**src/rtl/core/dff_pkg.sv**
```systemverilog
// Shared types and sizes for the duplicate frame filter.
`timescale 1ns / 1ps

package dff_pkg;

  localparam int SOURCES       = 3;
  localparam int HISTORY_DEPTH = 5;
  localparam int ADDR_W        = 32;
  localparam int SEQ_W         = 8;
  localparam int SRC_W         = (SOURCES > 1) ? $clog2(SOURCES) : 1;
  localparam int SLOT_W        = (HISTORY_DEPTH > 1) ? $clog2(HISTORY_DEPTH) : 1;

  localparam logic [SEQ_W-1:0] ERASED_SEQ = 8'hFF;

  typedef logic [ADDR_W-1:0] addr_t;
  typedef logic [SEQ_W-1:0]  seq_t;
  typedef logic [SRC_W-1:0]  src_idx_t;
  typedef logic [SLOT_W-1:0] slot_idx_t;

  // Lookup outcome for one word, handed from the match logic to the table update.
  typedef struct packed {
    logic      addr_hit;
    src_idx_t  entry;
    logic      seq_hit;
    slot_idx_t slot_new;
  } match_t;

endpackage

```
**src/rtl/core/dff_match.sv**
```systemverilog
// Address and sequence lookup against the history table.
`timescale 1ns / 1ps

module dff_match (
  input  dff_pkg::addr_t     addr,
  input  dff_pkg::seq_t      seq,
  input  dff_pkg::addr_t     src_table [dff_pkg::SOURCES],
  input  dff_pkg::seq_t      seq_table [dff_pkg::SOURCES][dff_pkg::HISTORY_DEPTH],
  input  dff_pkg::slot_idx_t slot_ptr  [dff_pkg::SOURCES],
  input  dff_pkg::src_idx_t  replace_ptr,
  output dff_pkg::match_t    result
);

  logic              hit;
  dff_pkg::src_idx_t hit_idx;
  dff_pkg::src_idx_t victim;
  dff_pkg::src_idx_t entry;
  logic              row_hit;
  logic [dff_pkg::SLOT_W:0] slot_inc;

  // Lowest matching entry wins: scan downwards so the last assignment is the lowest.
  always_comb begin
    hit     = 1'b0;
    hit_idx = '0;
    for (int e = dff_pkg::SOURCES - 1; e >= 0; e--) begin
      if (src_table[e] == addr) begin
        hit     = 1'b1;
        hit_idx = dff_pkg::SRC_W'(e);
      end
    end
  end

  always_comb begin
    if ({1'b0, replace_ptr} >= (dff_pkg::SRC_W + 1)'(dff_pkg::SOURCES - 1)) begin
      victim = '0;
    end else begin
      victim = replace_ptr + 1'b1;
    end
  end

  assign entry = hit ? hit_idx : victim;

  always_comb begin
    row_hit = 1'b0;
    for (int s = 0; s < dff_pkg::HISTORY_DEPTH; s++) begin
      if (seq_table[entry][s] == seq) begin
        row_hit = 1'b1;
      end
    end
  end

  assign slot_inc = {1'b0, slot_ptr[entry]} + 1'b1;

  always_comb begin
    result.addr_hit = hit;
    result.entry    = entry;
    // a fresh entry holds only erased slots
    result.seq_hit  = hit ? row_hit : (seq == dff_pkg::ERASED_SEQ);
    if (slot_inc >= (dff_pkg::SLOT_W + 1)'(dff_pkg::HISTORY_DEPTH)) begin
      result.slot_new = '0;
    end else begin
      result.slot_new = slot_inc[dff_pkg::SLOT_W-1:0];
    end
  end

endmodule

```
**src/rtl/core/duplicate_frame_filter.sv**
```systemverilog
// Top level of the duplicate frame filter: input register, table state, result register.
// A word taken into the input register gives its result on done through the result register.
// Throughput: one word per cycle; busy is never raised, and the lookup is combinational.
// The receiver cannot stall; each result is shown for exactly one cycle.
// Reset (synchronous): addresses and sequence slots to zero, slot pointers to zero,
// replace pointer to the last entry; no clearing pass is needed.
`timescale 1ns / 1ps

module duplicate_frame_filter (
  input  logic           clk,
  input  logic           rst,
  input  logic           start,
  output logic           busy,
  input  dff_pkg::addr_t src_addr,
  input  dff_pkg::seq_t  seq_num,
  output logic           done,
  output logic           is_duplicate
);

  logic              in_valid;
  dff_pkg::addr_t    in_addr;
  dff_pkg::seq_t     in_seq;

  dff_pkg::addr_t     src_table [dff_pkg::SOURCES];
  dff_pkg::seq_t      seq_table [dff_pkg::SOURCES][dff_pkg::HISTORY_DEPTH];
  dff_pkg::slot_idx_t slot_ptr  [dff_pkg::SOURCES];
  dff_pkg::src_idx_t  replace_ptr;

  dff_pkg::match_t   lookup;

  assign busy = 1'b0;

  always_ff @(posedge clk) begin
    if (rst) begin
      in_valid <= 1'b0;
    end else begin
      in_valid <= start && !busy;
    end
    in_addr <= src_addr;
    in_seq  <= seq_num;
  end

  dff_match u_match (
    .addr        (in_addr),
    .seq         (in_seq),
    .src_table   (src_table),
    .seq_table   (seq_table),
    .slot_ptr    (slot_ptr),
    .replace_ptr (replace_ptr),
    .result      (lookup)
  );

  always_ff @(posedge clk) begin
    if (rst) begin
      replace_ptr <= dff_pkg::SRC_W'(dff_pkg::SOURCES - 1);
      for (int e = 0; e < dff_pkg::SOURCES; e++) begin
        src_table[e] <= '0;
        slot_ptr[e]  <= '0;
        for (int s = 0; s < dff_pkg::HISTORY_DEPTH; s++) begin
          seq_table[e][s] <= '0;
        end
      end
    end else if (in_valid) begin
      if (!lookup.addr_hit) begin
        replace_ptr                <= lookup.entry;
        src_table[lookup.entry]    <= in_addr;
      end
      for (int s = 0; s < dff_pkg::HISTORY_DEPTH; s++) begin
        // new sequence goes in at the advanced slot, the rest of a replaced row is erased
        if (!lookup.seq_hit && (dff_pkg::slot_idx_t'(s) == lookup.slot_new)) begin
          seq_table[lookup.entry][s] <= in_seq;
        end else if (!lookup.addr_hit) begin
          seq_table[lookup.entry][s] <= dff_pkg::ERASED_SEQ;
        end
      end
      if (!lookup.seq_hit) begin
        slot_ptr[lookup.entry] <= lookup.slot_new;
      end
    end
  end

  always_ff @(posedge clk) begin
    if (rst) begin
      done <= 1'b0;
    end else begin
      done <= in_valid;
    end
    is_duplicate <= lookup.seq_hit;
  end

endmodule

```
**config.mk**
```make
export PLATFORM = sky130hd
export DESIGN_NAME = duplicate_frame_filter
export DESIGN_NICKNAME = d
export VERILOG_FILES = /design/src/rtl/core/dff_pkg.sv /design/src/rtl/core/dff_match.sv /design/src/rtl/core/duplicate_frame_filter.sv
export SDC_FILE = /design/constraint.sdc
export NUM_CORES = 1
export LEC_CHECK = 0
export BUFFER_PORTS_ARGS = -buffer_cell sky130_fd_sc_hd__buf_2
export CORE_MARGIN = 1
export CORE_UTILIZATION = 60
export DETAILED_ROUTE_END_ITERATION = 6
export MAX_ROUTING_LAYER = met4
export PLACE_DENSITY = 0.77
export REMOVE_ABC_BUFFERS = 1
export SLEW_MARGIN = 40
export SYNTH_ARGS = -nofsm -noshare
export SYNTH_HDL_FRONTEND = slang
export SYNTH_SLANG_ARGS = --single-unit
```
**constraint.sdc**
```tcl
create_clock -name clk -period 4.9 [get_ports clk]
set_input_delay 1.225 -clock clk [delete_from_list [all_inputs] [get_ports clk]]
set_output_delay 1.225 -clock clk [all_outputs]
set_load 0.02 [all_outputs]
```
---- Word level (Yosys, flattened, before mapping) ----
Index checks and enable logic that the tools add are counted.
storage, ports and cells
  bits in registers ....................... 270
  bits in latches ......................... 0
  memory bits (writable) .................. 0
  ROM bits ................................ 0
  bits of input ports ..................... 43
  output and inout port bits .............. 3
  memories ................................ 0
operators by class
  $add $sub $neg .......................... 2
  multiply operators ...................... 0
  divide/modulo/power cells ............... 0
  magnitude comparators ................... 4
  eq/ne operators ......................... 13
  shifts and indexed selects .............. 0
  mux-type cells .......................... 60
  bitwise logic cells ..................... 8
  reduce and logical (&&, ||, !) cells .... 10
operator list
  kind                                          count
  2-to-1 mux 120 bit                            18
  bitwise mux 120 bit                           5
  OR 120 bit                                    5
  demux 40 bit (select 2 bit)                   5
  2-to-1 mux 40 bit                             3
  bitwise mux 96 bit                            1
  == test 32 bit                                3
  binary-select mux 40 bit (select 2 bit)       1
  demux 32 bit (select 2 bit)                   1
  2-to-1 mux 32 bit                             2
  == test 8 bit                                 5
  2-to-1 mux 24 bit                             1
  2-to-1 mux 16 bit                             1
  2-to-1 mux 3 bit                              4
  2-to-1 mux 2 bit                              5
  bitwise mux 9 bit                             1
  2-to-1 mux 1 bit                              9
  == test 8 bit, second input constant          1
  2-to-1 mux 8 bit                              1
  binary-select mux 3 bit (select 2 bit)        1
  demux 3 bit (select 2 bit)                    1
  == test 2 x 3 -> 1 bit, first input constant  2
  logical AND 1 bit                             6
  adder 3 x 1 -> 4 bit, second input constant   1
  other kinds (12)                              14

---- Longest topological paths before layout ----
Gate-level depths: netlist of run 1.
  depth in word-level cells ............... 39
  mapped depth ............................ 20

---- Hierarchy ----
Synthesis of run 1 repeated with hierarchy kept, for this count alone.
unflattened totals
  cell total of the unflattened synthesis .. 1416
  area, all modules ....................... 12313.1 µm²
modules (own cells, without submodules)
  module                  instances  cells an instance  area an instance (µm²)  sequential area each (µm²)
  duplicate_frame_filter  1          965                9067.4                  5405.2
  dff_match               1          451                3245.6                  0.0

---- Worst setup path before layout of run 1 ----
OpenSTA, ideal clock, no wires.
  path kind ............................... flip-flop to flip-flop
  start point ............................. register in_addr[2]
  end point ............................... register seq_table[88] (netlist name)
  library setup time ...................... 95 ps
  arrival ................................. 3803 ps
  data required time ...................... 4805 ps
  slack ................................... 1001 ps
  stages on the path, launching flop included .. 17
  cells stage by stage .................... dfxtp_1 > buf_2 > xnor2_1 > nand4_1 > nor4_4 > and2_4 > o31ai_2 > buf_6 > buf_2 > a222oi_1 > inv_2 > ha_1 > nor2b_1 > o2111ai_1 > nor4_2 > o21ai_1 > a221oi_1
between the ends
  word-level cells in the longest chain between the ends .. 39
  elaborated cells on any way between the ends .. 79
  classes of those cells .................. 1 x add/sub; 3 x order compare; 12 x eq/ne; 49 x mux; 6 x bitwise; 8 x reduce/logical
RTL lines
  element                                                        line                          source
  start, declared                                                duplicate_frame_filter.sv:21  dff_pkg::addr_t in_addr;
  start signal, assigned                                         duplicate_frame_filter.sv:39  in_addr <= src_addr;
  branches (longest 38 deep; another with adder 3 x 1 -> 4 bit)  --
  2-to-1 mux 120 bit (*)                                         duplicate_frame_filter.sv:70  if (!lookup.seq_hit && (dff_pkg::slot_idx_t'(s) == lookup.slot_new)) begin
Every way passes the cells marked *. The select of a mux whose other input is x is not followed.
A chain may end at the register's enable or synchronous reset.

---- Final worst setup path of run 1 ----
  start point ............................. register in_addr[4]
  end point ............................... register seq_table[84] (netlist name)
between the ends
  word-level cells in the longest chain between the ends .. 39
  elaborated cells on any way between the ends .. 79
  classes of those cells .................. 1 x add/sub; 3 x order compare; 12 x eq/ne; 49 x mux; 6 x bitwise; 8 x reduce/logical
RTL lines
  element                                                        line
  branches (longest 38 deep; another with adder 3 x 1 -> 4 bit)  --
  2-to-1 mux 120 bit (*)                                         duplicate_frame_filter.sv:70
Marks and branches as above.

==> out/results.ini, run 1 <==
[synthesis]
mean_cell_area_of_the_mapped_netlist_um2 = 8.15
seq_area_frac_synth_pct = 40.7
yosysUniqueCellTypes = 73
ys.warnings.count = 0
post_synth_inst_count = 1630
postSynth.asyncResetShare_pct = 0
dominantRegCellSynth = dfxtp_1
synth_top_area_share_pct = 40.7
synth_top_area_cell = dfxtp_1
ys_seq_elements = 270
synth_edf_count = 0
ys_top_cells_by_area = dfxtp_1, nand2_1, a21oi_1
mappedNetlistArea_um2 = 13300

[layout]
final_layout_size_suffix_gt1_share_pct = 13.1
multiInputGateArea_um2 = 6880
regArea_um2 = 5410
area_delta_synth_final_pct = 12.9
layout.core_utilization_pct = 68.9
antenna_cells = 0
fill_cells = 1739
fin_cells = 1932
final_net_count = 1673

[pwr]
switch_share_pct = 25.6
combPwrFrac_pct = 10.4
leakage_nw = 5.46
report.power.total_mw = 5.33
power_density_nw_per_um2 = 355
total_switching_power_mw = 1.36
ir_worst_vdd_v = 0.000311
power.share.clock_pct = 45.5
power.internal_mw = 3.96
seqPwrFrac_pct = 44.2

[place]
hpwlAfterDp_um = 27000
io_buffer_count = 44
finalWeightedCongestion = 0.962
dpl.cell_count = 1876

[critical_path]
worst_ep_required_time_ns = 5.37
timing.rr.end = seq_table[84]$_SDFFE_PP0P_
worstPathArrival_ns = 5.10
worst-path-max-fanout = 18
critPathKind = reg2reg
cp-end-kind = flop
start_kind = flop
timing.critical_path.mode_cell = buf_4
setup.reg_to_reg.worst_slack_ns = 0.27
reg2reg_depth = 14
timing.critical_path.cells = xnor2_1 -> nand4_1 -> nor4_4 -> a211o_2 -> buf_4 -> nand2_1 -> a222oi_1 -> inv_1 -> ha_1 -> nand3b_1 -> nor3_1 -> a41oi_1 -> buf_4 -> a221oi_1
regToRegStartpoint = in_addr[4]$_DFF_P_
critical-path-slowest-cell = nor3_1
timing.critical_path.slowest_cell_delay_ns = 0.52

[worst_hold_path]
min_path_type = reg2reg
min_from = seq_table[71]$_SDFFE_PP0P_
holdPathEnd = seq_table[71]$_SDFFE_PP0P_
holdPathStages = 2

[routing]
detailedRoute.firstIterationViolations = 1566
num_vias = 12400
first_pass_iters = 7
ratio_of_routed_vias_to_standard_cells = 6.44
drcViolationCount = 7
finalWirelength_um = 40800
antenna_violating_nets_post_route = 0
post_drt_wl_per_cell_um = 21.1

[clocking]
cts.root.buffer_cell = clkbuf_16
tritoncts = built
numClockSinks = 270
clock_insertion_delay_worst_skew_ns = 0.58
clock_path_buffers = 3
total_clock_buffers_created_by_cts = 30
setup_fix_bufs_post_cts = 0
clk_pin_slew_worst_paths_ns = 0.06
htreeDepth = 1
post_cts_hold_buffer_count = 0

[grt]
grt_antenna_before_repair = 0
met1_track_demand_over_resource_pct = 45.8
largest_net_degree_at_the_start_of_global_routing = 111
grt-ovfl-total = 0
grt_pass1_wl_um = 63000
via_count_of_the_first_global_routing_pass = 11500
met3_usage_pct = 5.72
global_route.peak_usage_layer = met2
grtUsageMet2_pct = 58.5
global_route.usage.total_pct = 37.0

[timing]
fin_crit_ns = 4.63
timing_max_transition_violations_final = 0
timing_worst_slew_pin_value_ns = 0.918
setup-violations-final = 0
grt_setup_unrepaired = false
maxSlewHeadroom_pct = 38.6
final.setup_skew_ns = 0.0119
fmax_ghz = 0.216
report.final.hold_viol_count = 0
post-route-period-util_pct = 94.6

[outcome]
violations = design-rule violations
status = finished with violations

[floorplan]
std_cell_rows = 54
die_extent_in_x_um = 151
chipHeight_um = 151
core_area_um2 = 21800
die_area_um2 = 22700
initial_core_util_pct = 61.1
num_io_pins = 46

[flow_run]
number_of_maximum_capacitance_constraint_violations = 0

registers in the layout, summed over array words and instances, names as in the netlist:
| register | cells |
|---|---|
| slot_ptr | 9 |
| in_valid | 1 |
| is_duplicate | 1 |
| src_table | 96 |
| in_addr | 32 |
| seq_table | 120 |
| replace_ptr | 2 |
| done | 1 |
| in_seq | 8 |
cells by family after synthesis:
family          count (synthesis)  share of synthesized area, %
flops                         270                          40.7
compound gates                478                          25.8
buf+inv                       240                          7.78
mux                             9                         0.678
xor+xnor                      111                          7.32
fa+ha+maj                       2                         0.188
other cells                     1                        0.0282
simple gates                  519                          17.5
repair_timing:
| item | in CTS | in global routing |
|---|---|---|
| endpoints found under the setup margin | 0 | 5 |
| resized for setup | 0 | 1 |
| hold endpoints to repair | 0 | 0 |
synthesized netlist by cell type, drive strengths merged (3+ instances only):
cell type and count:
o21bai 48, nand2b 7, nor2 113, clkinv 4
nor4 19, a41oi 4, o221ai 9, a222oi 5
and2 7, nor2b 12, a21oi 159, nand4 23
xnor2 77, a221oi 50, and3 4, o211a 6
o22ai 17, o21ai 31, a2111oi 14, nand2 253
mux2i 9, a311o 16, nor4b 3, dfxtp 270
o21a 5, nand3 3, a211oi 70, or3 6
inv 82, nor3 62, a22oi 9, or2 3
o31ai 11, o2bb2ai 3, buf 66, clkbuf 88
xor2 34
worst max path at each step:
stage                              startpoint                           to  slack [ns]  depth (start not counted)
after floorplan            in_addr[8]$_DFF_P_   seq_table[55]$_SDFFE_PP0P_       -2.11                         10
after global placement    in_addr[24]$_DFF_P_  seq_table[110]$_SDFFE_PP0P_        0.40                         16
after detailed placement  in_addr[24]$_DFF_P_   seq_table[71]$_SDFFE_PP0P_        0.32                         16
after CTS                  in_addr[4]$_DFF_P_  seq_table[108]$_SDFFE_PP0P_        0.28                         16
after global routing      in_addr[18]$_DFF_P_   seq_table[96]$_SDFFE_PP0P_        0.04                         16
final                      in_addr[4]$_DFF_P_   seq_table[84]$_SDFFE_PP0P_        0.27                         14
power groups by stage:
stage / Combinational, mW / Sequential (mW) / Clock [mW]
finish: 0.553 / 2.35 / 2.42
global route: 0.590 / 2.36 / 2.53
CTS: 0.540 / 2.35 / 2.44
detailed placement: 0.537 / 2.40 / 0
global placement: 0.533 / 2.39 / 0
floorplan: 0.311 / 2.38 / 0
metal layers:
metal	up-vias	routed length, µm
li1	5734	-
met1	5819	15900
met2	709	19000
met3	175	3630
met4	0	2220
met5	-	0
cell usage in the layout, fill, tap and decap left out, types with 7 or more instances in the layout:
cell       Yosys  final
a2111oi_0     14     14
a211oi_1      50     50
a211oi_2      20     20
a21oi_1      157    157
a221oi_1      50     50
a22oi_1        9      9
a311o_1       16     16
buf_12         0     12
buf_2         49     43
buf_4          9     64
clkbuf_16      0     30
clkbuf_8       0      9
dfxtp_1      270    270
inv_1         80     80
mux2i_1        9      9
nand2_1      253    253
nand2b_1       7      7
nand4_1       23     23
nor2_1       112    108
nor2b_1       12     12
nor3_1        62     60
nor4_1        15     14
o21ai_0       22     21
o21bai_1      48     48
o221ai_1       9      9
o22ai_1       17     17
o31ai_1       10     10
xnor2_1       77     77
xor2_1        34     34
through the flow:
stage | setup slack [ns] | instance area, µm² | setup TNS (ns) | hold WS [ns]
5_1_grt | 0.0446 | 15000 | 0 | 0.479
3_5_place_dp | 0.324 | 13900 | 0 | 0.454
6_report | 0.267 | 15000 | 0 | 0.461
2_1_floorplan | -2.11 | 12600 | -353.27 | 0.433
3_3_place_gp | 0.395 | 13900 | 0 | 0.443
4_1_cts | 0.276 | 15000 | 0 | 0.463
critical path: cells and delay by family (launching register included):
kind	cells	cell delay (ns)
compound gates	4	1.47
buf+inv	3	0.64
xor+xnor	1	0.18
simple gates	5	1.50
fa+ha+maj	1	0.23
flops	1	0.50
area by class of cell:
type                       count  area share, %
sequential                   270           36.0
tap                          280           2.34
inverter                      86           2.15
clock inverter                11           1.28
multi-input combinational   1120           45.9
timing repair buffer         120           6.32
clock buffer                  45           5.98
(Power assumes the default switching activity.)
==> run 2, diff against run 1 <==
--- a/config.mk
+++ b/config.mk
@@ -5,6 +5,7 @@
 export SDC_FILE = /design/constraint.sdc
 export NUM_CORES = 1
 export LEC_CHECK = 0
+export ABC_AREA = 1
 export BUFFER_PORTS_ARGS = -buffer_cell sky130_fd_sc_hd__buf_2
 export CORE_MARGIN = 1
 export CORE_UTILIZATION = 60
==> run 2 against run 1 <==
  * The run still ends with design-rule violations left
  * Setup slack improved by 0.18 ns
  * Fmax increased by 4.0%
  * Cell count grew 51%
  * Register-to-register slack better by 0.18 ns
==> out/results.ini, run 2 <==
[layout]
layout.cells.most_common = nand2_1
antenna_cells = 0  ; unchanged
biggestRegsByFlops = seq_table (120), src_table (96), in_addr (32)
multiInputGateArea_um2 = 8390  ; +22%
most_frequent_cells_in_the_layout = nand2_1, nor2_1, dfxtp_1, inv_1, o21ai_0
largest_register_ffs = 120  ; unchanged
fill_cells = 2309  ; +33%
regArea_um2 = 5410  ; unchanged
final_layout_size_suffix_gt1_share_pct = 7.23  ; -5.8 points
area_delta_synth_final_pct = 7.90
postLayoutCellArea_um2 = 16800  ; +12%
layout.core_utilization_pct = 66.4  ; -2.6 points
final_net_count = 2608  ; +56%
largest-register = seq_table

[timing]
setup-violations-final = 0  ; unchanged
report.final.hold_viol_count = 0  ; unchanged
maxSlewHeadroom_pct = 51.8  ; +13 points
final.setup_skew_ns = 0.0336  ; +0.0217 ns
grt_setup_unrepaired = false
timing_max_transition_violations_final = 0  ; unchanged
fin_crit_ns = 4.46  ; -0.178 ns
hold_slack_ns = 0.470  ; +0.00843 ns
fmax_ghz = 0.224  ; +4.0%
timing_worst_slew_pin_value_ns = 0.722  ; -0.196 ns
post-route-period-util_pct = 90.9  ; -3.6 points

[critical_path]
timing.critical_path.slowest_cell_delay_ns = 0.47  ; -0.05 ns
timing.critical_path.mode_cell = nand2_1
cp-end-kind = flop
start_kind = flop
setup.reg_to_reg.worst_slack_ns = 0.44  ; +0.18 ns
worstPathArrival_ns = 4.90  ; -0.20 ns
worst_ep_required_time_ns = 5.35  ; -0.02 ns
worst-path-max-fanout = 21  ; +3
critical-path-slowest-cell = dfxtp_1
critPathKind = reg2reg

[floorplan]
std_cell_rows = 58  ; +7.4%
initial_core_util_pct = 61.5  ; +0.43 points
num_io_pins = 46  ; unchanged
chipHeight_um = 163  ; +8.0%
die_area_um2 = 26500  ; +17%
core_area_um2 = 25300  ; +16%
die_extent_in_x_um = 163  ; +8.0%

[grt]
via_count_of_the_first_global_routing_pass = 14700  ; +28%
largest_net_degree_at_the_start_of_global_routing = 101  ; -9.0%
grt_pass1_wl_um = 72300  ; +15%
global_route.usage.total_pct = 35.0  ; -1.9 points
grt_antenna_before_repair = 0  ; unchanged
grt-ovfl-total = 0  ; unchanged

[pwr]
report.power.total_mw = 5.84  ; +9.7%
power_density_nw_per_um2 = 349  ; -1.8%
leakage_nw = 8.39  ; +54%
ir_worst_vdd_v = 0.000290  ; -7.0%

[flow_run]
number_of_maximum_capacitance_constraint_violations = 0  ; unchanged

[synthesis]
synth_commonest_cells = nand2_1, nor2_1, dfxtp_1, inv_1, o21ai_0
mappedNetlistArea_um2 = 15500  ; +17%
ys.warnings.count = 0  ; unchanged
synth_top_area_cell = dfxtp_1
postSynth.asyncResetShare_pct = 0  ; unchanged
post_synth_inst_count = 2617  ; +61%
yosysUniqueCellTypes = 31  ; -58%
synth_edf_count = 0  ; unchanged
mean_cell_area_of_the_mapped_netlist_um2 = 5.94  ; -27%
synth_top_area_share_pct = 34.8  ; -5.9 points
yosysMostFrequentCell = nand2_1
ys_top_cells_by_area = dfxtp_1, nand2_1, nor2_1
seq_area_frac_synth_pct = 34.8  ; -5.9 points
dominantRegCellSynth = dfxtp_1
ys_seq_elements = 270  ; unchanged

[outcome]
status = finished with violations
violations = design-rule violations

[place]
hpwlAfterDp_um = 28700  ; +6.5%
io_buffer_count = 44  ; unchanged
post_dp_cell_area_um2 = 15700  ; +13%
finalWeightedCongestion = 0.998  ; +3.8%

[routing]
post_drt_wl_per_cell_um = 15.6  ; -26%
drcViolationCount = 5  ; -2
finalWirelength_um = 45400  ; +11%
first_pass_iters = 7  ; unchanged
ratio_of_routed_vias_to_standard_cells = 5.51  ; -14%
detailedRoute.firstIterationViolations = 1695  ; +8.2%
num_vias = 16100  ; +29%
antenna_violating_nets_post_route = 0  ; unchanged

[clocking]
clock_path_buffers = 3  ; unchanged
tritoncts = built
cts.root.buffer_cell = clkbuf_16
htreeDepth = 1  ; unchanged
numClockSinks = 270  ; unchanged
total_clock_buffers_created_by_cts = 30  ; unchanged
clock_insertion_delay_worst_skew_ns = 0.59  ; about the same
clk_pin_slew_worst_paths_ns = 0.06  ; about the same

[worst_hold_path]
min_path_type = reg2reg

==> run 2: changes by cell type in the layout (fill, tap and decap cells not counted), sizes merged, moves of 55 or more <==
cell / delta
xnor2: -55
nand3: +193
inv: +185
nor2: +205
o21ai: +197
nand2: +671
a211oi: -70
nor3: -60
==> run 2: path summary, 6_finish.rpt <==
kind | start | to | depth (start not counted)
max | in_addr[7]$_DFF_P_ | seq_table[114]$_SDFFE_PP0P_ | 27
min | src_table[58]$_SDFFE_PP0P_ | src_table[58]$_SDFFE_PP0P_ | 2
max reg2reg | in_addr[7]$_DFF_P_ | seq_table[114]$_SDFFE_PP0P_ | 27
min reg2reg | src_table[58]$_SDFFE_PP0P_ | src_table[58]$_SDFFE_PP0P_ | 2
==> run 2: repair_timing <==
action | in CTS | in global routing
setup endpoints to repair | 0 | 15
hold buffers | 0 | 0
setup buffers | 0 | 1
gates resized for setup | 0 | 3
==> run 2: kinds of logic after synthesis <==
group / count (synthesis) / share of synthesized area (%)
compound gates: 424 / 13.8
flops: 270 / 34.8
simple gates: 1453 / 37.7
fa+ha+maj: 2 / 0.161
other cells: 1 / 0.0241
xor+xnor: 37 / 2.09
buf+inv: 430 / 11.4
==> run 2: report_power, final <==
| part | switching (mW) | internal [mW] |
|---|---|---|
| Clock | 0.926 | 1.40 |
| Sequential | 0.0973 | 2.33 |
| Combinational | 0.736 | 0.354 |
==> run 2: metal layers <==
metal / part of all wire (%) / GRT usage [%] / routed length, µm / vias to the layer above
met1: 39 / 40.2 / 17700 / 7208
met3: 7.2 / 4.20 / 3250 / 173
met4: 6.8 / 21.8 / 3070 / 0
li1: - / - / - / 8029
met2: 47 / 58.2 / 21400 / 653
met5: 0 / - / 0 / -
==> run 2: worst max-delay path, delay by kind of cell (launching register included) <==
kind / cells / cell delay, ns
buf+inv: 3 / 0.56
flops: 1 / 0.47
simple gates: 23 / 3.07
fa+ha+maj: 1 / 0.20
==> run 2: area by class of cell <==
cell class,instances,share of cell area (%)
multi-input cells,1917,50.0
flip-flops and latches,270,32.3
inverters,268,6.03
clock buffers,49,5.32
repair buffers,76,3.11
well taps,330,2.46
clock inverters,6,0.776
==> run 2: stage by stage <==
stage	setup slack (ns)	std cells	setup TNS (ns)
2_1_floorplan	-1.90	2455	-251.86
3_3_place_gp	0.677	2859	0
3_5_place_dp	0.516	2859	0
4_1_cts	0.464	2914	0
5_1_grt	0.0506	2916	0
6_report	0.444	2916	0
